File: config.mk
export PLATFORM = sky130hd
export DESIGN_NAME = varint_entity_message_parser
export DESIGN_NICKNAME = d
export VERILOG_FILES = /design/src/hw/rtl/vemp_pkg.sv /design/src/hw/rtl/vemp_queue.sv /design/src/hw/rtl/vemp_decoder.sv /design/src/hw/rtl/varint_entity_message_parser.sv
export SDC_FILE = /design/constraint.sdc
export NUM_CORES = 1
export LEC_CHECK = 0
export ABC_CLOCK_PERIOD_IN_PS = 13100
export BUFFER_PORTS_ARGS = -buffer_cell sky130_fd_sc_hd__clkbuf_2
export CORE_AREA = 2 2 324 294
export CTS_BUF_LIST = sky130_fd_sc_hd__clkbuf_16
export CTS_CLUSTER_SIZE = 16
export DETAILED_ROUTE_END_ITERATION = 8
export DIE_AREA = 0 0 326 296
export MAX_ROUTING_LAYER = met4
export PLACE_DENSITY = 0.53
export SLEW_MARGIN = 20
export SYNTH_ARGS = -nofsm -noshare
export SYNTH_HDL_FRONTEND = slang
export SYNTH_SLANG_ARGS = --single-unit
File: constraint.sdc
create_clock -name clk -period 13.1 [get_ports clk]
set_input_delay 3.275 -clock clk [delete_from_list [all_inputs] [get_ports clk]]
set_output_delay 3.275 -clock clk [all_outputs]
set_load 0.02 [all_outputs]
File: src/hw/rtl/vemp_pkg.sv
`timescale 1ns / 1ps
// ----------------------------------------------------------------------------
// vemp_pkg: shared types and constants for the varint entity message parser
// Transaction payload structs, status codes, tag classes and queue sizing.
// ----------------------------------------------------------------------------
package vemp_pkg;

	typedef enum logic [2:0] {
		ST_OK        = 3'd0,
		ST_SHORT     = 3'd1,
		ST_OVERLONG  = 3'd2,
		ST_TRUNCATED = 3'd3,
		ST_WIRE_TYPE = 3'd4,
		ST_NO_ENTITY = 3'd5
	} status_t;

	typedef enum logic [1:0] {
		TAG_OTHER     = 2'd0,
		TAG_ENTITY    = 2'd1,
		TAG_COMPONENT = 2'd2
	} tag_class_t;

	localparam logic KIND_COMPONENT = 1'b0;
	localparam logic KIND_END       = 1'b1;

	localparam logic [63:0] TAG_ENTITY_VAL    = 64'h08;
	localparam logic [63:0] TAG_COMPONENT_VAL = 64'h10;
	localparam logic [3:0]  MAX_SHIFT_COUNT   = 4'd9;
	localparam int unsigned VARINT_STEP       = 7;

	localparam int unsigned QUEUE_DEPTH = 4;
	localparam int unsigned QUEUE_AW    = $clog2(QUEUE_DEPTH);
	localparam int unsigned QUEUE_CW    = $clog2(QUEUE_DEPTH + 1);

	typedef struct packed {
		logic [7:0] data_byte;
		logic       last_byte;
	} byte_item_t;

	typedef struct packed {
		logic               record_kind;
		logic [31:0]        component_id;
		logic signed [63:0] entity_id;
		logic [31:0]        id_count;
		status_t            status;
		logic               last_record;
	} record_t;

	typedef struct packed {
		logic    comp_valid;
		logic    end_valid;
		record_t comp_rec;
		record_t end_rec;
	} push_t;

endpackage

File: src/hw/rtl/vemp_queue.sv
`timescale 1ns / 1ps
// ----------------------------------------------------------------------------
// vemp_queue: result record queue
// Takes up to two records per cycle, presents one record per transaction.
// ----------------------------------------------------------------------------
module vemp_queue (
	input  logic            clk,
	input  logic            arst_n,
	input  vemp_pkg::push_t push,
	output logic            room,
	output logic            rec_valid,
	input  logic            rec_stall,
	output vemp_pkg::record_t rec_item
);
	import vemp_pkg::*;

	record_t               mem_q [QUEUE_DEPTH];
	logic [QUEUE_AW-1:0]   wr_ptr_q;
	logic [QUEUE_AW-1:0]   rd_ptr_q;
	logic [QUEUE_CW-1:0]   count_q;
	logic                  pop;
	logic [QUEUE_AW-1:0]   end_ptr;
	logic [QUEUE_CW-1:0]   push_n;

	assign rec_valid = (count_q != '0);
	assign rec_item  = mem_q[rd_ptr_q];
	assign pop       = rec_valid && !rec_stall;
	assign room      = (count_q <= QUEUE_CW'(QUEUE_DEPTH - 2));
	assign end_ptr   = push.comp_valid ? wr_ptr_q + QUEUE_AW'(1) : wr_ptr_q;
	assign push_n    = QUEUE_CW'(push.comp_valid) + QUEUE_CW'(push.end_valid);

	always_ff @(posedge clk) begin
		if (push.comp_valid) begin
			mem_q[wr_ptr_q] <= push.comp_rec;
		end
		if (push.end_valid) begin
			mem_q[end_ptr] <= push.end_rec;
		end
	end

	always_ff @(posedge clk or negedge arst_n) begin
		if (!arst_n) begin
			wr_ptr_q <= '0;
			rd_ptr_q <= '0;
			count_q  <= '0;
		end else begin
			wr_ptr_q <= wr_ptr_q + QUEUE_AW'(push_n);
			if (pop) begin
				rd_ptr_q <= rd_ptr_q + QUEUE_AW'(1);
			end
			count_q <= count_q + push_n - QUEUE_CW'(pop);
		end
	end

endmodule

File: src/hw/rtl/vemp_decoder.sv
`timescale 1ns / 1ps
// ----------------------------------------------------------------------------
// vemp_decoder: input register and varint field decoder
// Registers one byte, folds it into the varint state, builds records.
// ----------------------------------------------------------------------------
module vemp_decoder (
	input  logic                 clk,
	input  logic                 arst_n,
	input  logic                 byte_valid,
	output logic                 byte_stall,
	input  vemp_pkg::byte_item_t byte_item,
	input  logic                 room,
	output vemp_pkg::push_t      push
);
	import vemp_pkg::*;

	logic        valid_s1;
	byte_item_t  item_s1;
	logic        take;

	logic [63:0] acc_q,  acc_n;
	logic [3:0]  sc_q,   sc_n;
	logic        phase_q, phase_n;
	tag_class_t  tag_q,  tag_n;
	logic [63:0] ent_q,  ent_n;
	logic        seen_q, seen_n;
	status_t     err_q,  err_n;
	logic [1:0]  bc_q,   bc_n;
	logic [31:0] ids_q,  ids_n;

	logic [5:0]  sh;
	logic [63:0] acc_or;
	logic        emit_comp;
	status_t     st;

	assign take       = valid_s1 && room;
	assign byte_stall = valid_s1 && !room;

	always_ff @(posedge clk or negedge arst_n) begin
		if (!arst_n) begin
			valid_s1 <= 1'b0;
		end else if (byte_valid && !byte_stall) begin
			valid_s1 <= 1'b1;
		end else if (take) begin
			valid_s1 <= 1'b0;
		end
	end

	always_ff @(posedge clk) begin
		if (byte_valid && !byte_stall) begin
			item_s1 <= byte_item;
		end
	end

	assign sh     = 6'({2'b00, sc_q} * 6'(VARINT_STEP));
	assign acc_or = acc_q | ({57'd0, item_s1.data_byte[6:0]} << sh);

	always_comb begin
		acc_n     = acc_q;
		sc_n      = sc_q;
		phase_n   = phase_q;
		tag_n     = tag_q;
		ent_n     = ent_q;
		seen_n    = seen_q;
		err_n     = err_q;
		ids_n     = ids_q;
		emit_comp = 1'b0;
		bc_n      = (bc_q < 2'd2) ? bc_q + 2'd1 : bc_q;

		if (err_q == ST_OK) begin
			acc_n = acc_or;
			if (!item_s1.data_byte[7]) begin
				if (!phase_q) begin
					if (acc_or[2:0] != 3'd0) begin
						err_n = ST_WIRE_TYPE;
					end else begin
						tag_n   = (acc_or == TAG_ENTITY_VAL)    ? TAG_ENTITY :
						          (acc_or == TAG_COMPONENT_VAL) ? TAG_COMPONENT : TAG_OTHER;
						phase_n = 1'b1;
					end
				end else begin
					if (tag_q == TAG_ENTITY) begin
						ent_n  = acc_or;
						seen_n = 1'b1;
					end else if (tag_q == TAG_COMPONENT) begin
						emit_comp = 1'b1;
						if (ids_q != '1) begin
							ids_n = ids_q + 32'd1;
						end
					end
					phase_n = 1'b0;
					tag_n   = TAG_OTHER;
				end
				acc_n = '0;
				sc_n  = '0;
			end else if (sc_q >= MAX_SHIFT_COUNT) begin
				err_n = ST_OVERLONG;
			end else begin
				sc_n = sc_q + 4'd1;
			end
		end

		if (bc_n < 2'd2) begin
			st = ST_SHORT;
		end else if (err_n != ST_OK) begin
			st = err_n;
		end else if (sc_n != 4'd0 || phase_n) begin
			st = ST_TRUNCATED;
		end else if (!seen_n) begin
			st = ST_NO_ENTITY;
		end else begin
			st = ST_OK;
		end
	end

	always_comb begin
		push.comp_valid            = take && emit_comp;
		push.end_valid             = take && item_s1.last_byte;
		push.comp_rec.record_kind  = KIND_COMPONENT;
		push.comp_rec.component_id = acc_or[31:0];
		push.comp_rec.entity_id    = '0;
		push.comp_rec.id_count     = '0;
		push.comp_rec.status       = ST_OK;
		push.comp_rec.last_record  = 1'b0;
		push.end_rec.record_kind   = KIND_END;
		push.end_rec.component_id  = '0;
		push.end_rec.entity_id     = (st == ST_OK) ? ent_n : '0;
		push.end_rec.id_count      = ids_n;
		push.end_rec.status        = st;
		push.end_rec.last_record   = 1'b1;
	end

	always_ff @(posedge clk or negedge arst_n) begin
		if (!arst_n) begin
			acc_q   <= '0;
			sc_q    <= '0;
			phase_q <= 1'b0;
			tag_q   <= TAG_OTHER;
			ent_q   <= '0;
			seen_q  <= 1'b0;
			err_q   <= ST_OK;
			bc_q    <= '0;
			ids_q   <= '0;
		end else if (take) begin
			if (item_s1.last_byte) begin
				acc_q   <= '0;
				sc_q    <= '0;
				phase_q <= 1'b0;
				tag_q   <= TAG_OTHER;
				ent_q   <= '0;
				seen_q  <= 1'b0;
				err_q   <= ST_OK;
				bc_q    <= '0;
				ids_q   <= '0;
			end else begin
				acc_q   <= acc_n;
				sc_q    <= sc_n;
				phase_q <= phase_n;
				tag_q   <= tag_n;
				ent_q   <= ent_n;
				seen_q  <= seen_n;
				err_q   <= err_n;
				bc_q    <= bc_n;
				ids_q   <= ids_n;
			end
		end
	end

endmodule

File: src/hw/rtl/varint_entity_message_parser.sv
`timescale 1ns / 1ps
// ----------------------------------------------------------------------------
// varint_entity_message_parser: top level
// Decodes a byte stream of varint tag/value fields into component id records
// and one end record per message.
//
// Input channel byte_valid/byte_stall/byte_item moves one message byte per
// transaction, last_byte marking the final byte of the message.
// Output channel rec_valid/rec_stall/rec_item moves one record per
// transaction: a component id record for each tag 16 value, then an end
// record with entity id, id count and status on the final byte.
// A byte is held in the input register and decoded there into the varint
// state; its records are written to the queue memory and read out from it.
// Throughput: one byte per cycle while the queue has room; a final byte that
// also completes a component value yields two records, which drain at one
// per cycle while the receiver does not stall, through a four-entry record
// queue. The input stalls while that queue holds more than two records.
// Reset clears the decoder state and empties the queue. A stalled receiver
// holds the head record steady; once the queue holds more than two records,
// byte_stall rises.
module varint_entity_message_parser (
	input  logic                 clk,
	input  logic                 arst_n,
	input  logic                 byte_valid,
	output logic                 byte_stall,
	input  vemp_pkg::byte_item_t byte_item,
	output logic                 rec_valid,
	input  logic                 rec_stall,
	output vemp_pkg::record_t    rec_item
);
	import vemp_pkg::*;

	push_t push;
	logic  room;

	vemp_decoder u_decoder (
		.clk        (clk),
		.arst_n     (arst_n),
		.byte_valid (byte_valid),
		.byte_stall (byte_stall),
		.byte_item  (byte_item),
		.room       (room),
		.push       (push)
	);

	vemp_queue u_queue (
		.clk       (clk),
		.arst_n    (arst_n),
		.push      (push),
		.room      (room),
		.rec_valid (rec_valid),
		.rec_stall (rec_stall),
		.rec_item  (rec_item)
	);

endmodule

* Yosys cells after proc, flatten, opt, wreduce, memory -nomap -nowiden
Memory sizes are Yosys's and may differ from the RTL's.
Cells that the tools add are included.
** Storage, ports and cells
- Flip-flop bits (word level) :: 190
- Memory bits (writable) :: 532
- Input port bits :: 13
- Logic and storage cells :: 120
- Memories kept :: 1
** Memories
- u_queue.mem_q :: words 4, width 133, rd ports 1, clocked after Yosys merged registers in 0, wr ports 2, RTL line vemp_queue.sv:17 : record_t mem_q [QUEUE_DEPTH];
** Operators by class
- Add/sub/neg operators :: 9
- Multiply operators :: 1
- Magnitude comparators :: 4
- Eq/ne operators :: 7
- Shift operators :: 1
- Muxes and demuxes :: 61
- Bitwise logic cells :: 1
- Reductions and logical operators :: 20
** Operators by type and width (count)
- $mux 64 :: 9
- $mux 32 :: 7
- $eq 64x4->1 const B :: 1
- $eq 64x5->1 const B :: 1
- $or 64x64->64 :: 1
- $shl 7x6->64 :: 1
- $add 32x1->32 const B :: 1
- $ne 32x32->1 const B :: 1
- $mux 3 :: 10
- $mux 1 :: 21
- $mux 2 :: 10
- $mux 4 :: 4
- $reduce_bool 3->1 :: 3
- $add 2x1->2 const B :: 3
- $logic_and 1x1->1 :: 6
- $logic_not 3->1 :: 2
- $mul 4x3->6 const B :: 1
- $add 4x1->4 const B :: 1
- $ge 4x4->1 const B :: 1
- $lt 2x2->1 const B :: 2
- $reduce_and 4->1 :: 1
- $reduce_bool 2->1 :: 2
- $reduce_bool 4->1 :: 1
- $add 3x3->3 :: 1
- other kinds (11) :: 13

* Logic depth before layout (Yosys ltp)
- Depth in word-level cells :: 14
- Gate-level depth with buffers :: 15
- Depth with buffers taken out :: 12

* By module
From an unflattened synthesis, not the netlist that was laid out.
** Second synthesis, totals
- Cells, all modules :: 2807
- Area total of the unflattened synthesis :: 38059.0 um^2
** Modules (own cells, without submodules)
- vemp_queue :: instances 1, cells each 1338, area an instance 26004.9 um^2, seq. area each 16150.5 um^2
- vemp_decoder :: instances 1, cells each 1469, area an instance 12054.1 um^2, seq. area each 4624.4 um^2

* Worst setup path after synthesis
No wires, ideal clock.
- Kind :: reg-to-output
- Start :: reg u_queue.rd_ptr_q[0]
- End :: out rec_item[100] (netlist bit)
- Arrival :: 2101 ps
- Data required time :: 9825 ps
- Path slack :: 7724 ps
- Cell stages (with the launch flop) :: 5
- Cell sequence :: dfrtp_1 clkbuf_1 clkbuf_1 buf_1 mux4_2
** RTL lines
- start, declared :: RTL line vemp_queue.sv:19 : logic [QUEUE_AW-1:0] rd_ptr_q;
- start signal, assigned :: RTL line vemp_queue.sv:49 : rd_ptr_q <= rd_ptr_q + QUEUE_AW'(1);
- end, declared :: RTL line varint_entity_message_parser.sv:29 : output vemp_pkg::record_t rec_item

==> results.py <==
metrics = {
    "clock_network": {
        "clockRootBuffer": "clkbuf_16",
        "hold_buffers": 0,
        "clk_pin_slew_worst_paths_ns": 0.06,
        "max-clock-path-buffers": 3,
        "clkSinkCount": 718,
        "htree_levels": 3,
        "post_cts_resized": 0,
        "cts-buffers-inserted": 81,
        "worstSkewPairLatency_ns": 0.64,
        "cts_tree": "yes",
        "post_cts_buffers": 0,
    },
    "job": {
        "max_cap_violations": 0,
    },
    "worst_setup_path": {
        "crit_path_max_fanout": 42,
        "cp_top_family": "buffers and inverters",
        "cp.arrival_ns": 3.58,
        "crit_top_cell": "buf_4",
        "cp-start-kind": "flop",
        "worst-endpoint-required_ns": 9.82,
        "cp-end-kind": "primary output",
        "slowest_delay_ns": 0.77,
        "cpMaxStageDelayCell": "dfrtp_4",
        "path_buf_inv": 3,
        "path_cells": "buf_4 > buf_4 > mux4_2 > clkbuf_2",
        "critical_path_class": "flop to primary output",
    },
    "final_layout": {
        "synthToLayoutAreaGrowth_pct": 14.3,
        "mostFrequentLayoutCells": "nor2_1 (730), edfxtp_1 (405), a21oi_1 (211)",
        "drive_above_1_share_pct": 17.3,
        "fin_util_pct": 39.5,
        "final_common_cell": "nor2_1",
        "nNetsFinal": 2946,
        "final_area_mm2": 0.0369,
    },
    "pwr": {
        "power.ir.vdd_worst_mv": 0.123,
        "internal_power_uw": 4660,
        "p_sw_share_pct": 37.1,
        "seqPwrFrac_pct": 36.4,
        "clock_power_share_pct": 29.9,
        "p_leak_uw": 0.0126,
        "p_per_area_mw_per_mm2": 201,
        "pwr-share-comb_pct": 33.6,
        "p_sw_uw": 2750,
    },
    "logic_synthesis": {
        "synth_compound_area_share_pct": 10.5,
        "yosys.area_share.simple_pct": 13.7,
        "synth-edff-count": 405,
        "yosysWarnings": 0,
        "avgSynthCellArea_um2": 11.4,
        "syn-cell-area_mm2": 0.0323,
        "syn_nets": 2864,
        "synth_top_family_by_area": "simple AND/OR/NAND/NOR gates",
        "synthFlopType": "edfxtp_1",
        "synth_seq_area_share_pct": 59.8,
        "async_flop_share_pct": 25.2,
        "synth_mux_area_share_pct": 10.8,
        "synth_cell_types": 79,
        "syn_inst": 2826,
        "synth-adder-area-share_pct": 1.08,
        "ys_seq_elements": 718,
        "synth-xor-area-share_pct": 1.17,
    },
    "sta": {
        "rsz0062_at_grt": "false",
        "hold_ws_ns": 0.449,
        "finalCriticalPeriod_ns": 6.86,
        "setup-violations-final": 0,
        "fin_tns_setup_ns": 0,
        "slew_viol_final": 0,
        "setup_slack_ns": 6.24,
        "fin_crit_sh_pct": 52.3,
        "final_hold_viol_count": 0,
        "clock.fmax_ghz": 0.146,
        "worst_pin_slew_ns": 1.13,
        "slew_headroom_pct": 24.9,
        "clock_skew_ns": 0.0280,
    },
    "place": {
        "gp_congestion": 0.888,
        "preCtsSetupSlack_ns": 6.72,
        "dpl_cell_area_mm2": 0.0343,
        "numPortBuffers": 147,
        "dp_hpwl_mm": 58.6,
    },
    "grt": {
        "grtUsageTotal_pct": 20.0,
        "grt_pass1_vias": 22669,
        "grt_max_degree": 109,
        "antenna_found_initial": 4,
        "grt_pass1_wl_mm": 143,
        "overflow": 0,
    },
    "route": {
        "drcViolationCount": 0,
        "viasPerCell": 5.36,
        "drtIter0Drc": 1911,
        "drt_wl_total_mm": 94.3,
        "drt.antenna.violating_nets": 0,
        "dr.pass1.iters": 5,
        "wl_per_cell_um": 22.3,
        "vias": 22679,
    },
    "outcome": {
        "status": "finished clean",
    },
    "hold_path": {
        "hold_class": "flop to flop",
    },
    "die": {
        "fp.dieW_um": 326,
        "floorplan.initialDensity_pct": 34.5,
        "core.rowCount": 107,
        "die_area_mm2": 0.0965,
        "io_pins": 148,
        "core_mm2": 0.0936,
        "fp.dieH_um": 296,
    },
}
[power groups by stage]
stage	logic, uW	registers, uW	clock network, uW
5_1_grt	2670	2720	2340
4_1_cts	2510	2700	2260
3_3_place_gp	2470	2740	0
2_1_floorplan	1630	2690	0
6_report	2490	2700	2220
3_5_place_dp	2510	2750	0
[kinds of logic (layout without fill, tap and decap cells)]
| family | after synthesis | count (layout) |
|---|---|---|
| buffers and inverters | 235 | 381 |
| XOR/XNOR | 43 | 43 |
| flip-flops | 718 | 718 |
| AO/OA/AOI/OAI | 565 | 565 |
| AND/OR/NAND/NOR | 1063 | 1063 |
| other | 0 | 4 |
| adder cells (fa/ha/maj) | 25 | 25 |
| multiplexers | 177 | 177 |
[flip-flops by register name, summed over array words and instances, names as in the netlist, 3 cells and up]
name,cells
u_decoder.err_q,3
u_decoder.acc_q,64
u_decoder.ids_q,32
u_queue.mem_q,528
u_decoder.sc_q,4
u_decoder.ent_q,64
u_queue.count_q,3
u_decoder.item_s1,9
[cell type report]
| type | instances | area, um2 |
|---|---|---|
| fillers | 8806 | 56700 |
| inverters | 29 | 109 |
| clock inverters | 66 | 542 |
| well taps | 1253 | 1570 |
| clock buffers | 81 | 2030 |
| flip-flops and latches | 718 | 19300 |
| repair buffers | 205 | 1200 |
| multi-input cells | 1873 | 12100 |
| diodes | 4 | 10.0 |
[worst paths after layout]
path | slack, ns | endpoint | depth (start not counted) | start
worst max-delay path | 6.24 | rec_item[74] | 4 | u_queue.rd_ptr_q[0]$_DFFE_PN0P_
worst min-delay path | 0.45 | u_queue.mem_q[1][0]$_SDFFE_PP1P_ | 2 | u_queue.mem_q[1][0]$_SDFFE_PP1P_
worst max register to register | 7.45 | u_queue.mem_q[0][98]$_DFFE_PP_ | 13 | u_decoder.sc_q[0]$_DFFE_PN0P_
worst min register to register | 0.45 | u_queue.mem_q[1][0]$_SDFFE_PP1P_ | 2 | u_queue.mem_q[1][0]$_SDFFE_PP1P_
max in group asynchronous | 8.74 | u_decoder.ent_q[32]$_DFFE_PN0P_ | 2 | arst_n
min in group asynchronous | 2.76 | u_decoder.ids_q[8]$_DFFE_PN0P_ | 1 | arst_n
[worst register-to-register path, cell delays in order, from the launching register on]
cell and delay [ns]:
dfrtp_1 0.72, fa_1 0.70, ha_1 0.19, inv_1 0.08, fa_1 0.56, xor2_1 0.49, nand2_1 0.13, o21ba_2 0.55
a21oi_1 0.19, o31ai_1 0.36, and4bb_1 0.36, nand2_2 0.10, buf_4 0.81, nor2_1 0.13
[per-layer routing]
layer / wire [um] / share of wire [%] / up-vias / global-route usage [%]
li1: - / - / 10354 / -
met1: 44200 / 47 / 11531 / 28.5
met2: 42900 / 46 / 673 / 29.9
met3: 5330 / 5.6 / 121 / 2.99
met4: 1860 / 2.0 / 0 / 5.26
met5: 0 / 0 / - / -
[synth_stat cells (20+ instances only)]
master	number	area, um2
nor2_1	731	2740
edfxtp_1	405	12200
a21oi_1	213	1070
dfrtp_1	181	4530
nand2_1	176	661
clkbuf_1	148	556
mux4_2	135	3040
a211oi_1	132	991
dfxtp_1	132	2640
o21ai_0	129	646
buf_2	36	180
mux2i_1	31	310
xnor2_1	28	245
inv_1	27	101
nor3_1	26	130
nand3_1	21	105
ha_1	20	250
[through the flow]
stage	total power (uW)	std cells
finish	7410	4229
global route	7730	4229
CTS	7470	4224
detailed placement	5260	4077
global placement	5220	4077
floorplan	4310	2826
Note: power is estimated with default switching activity, not from simulation.
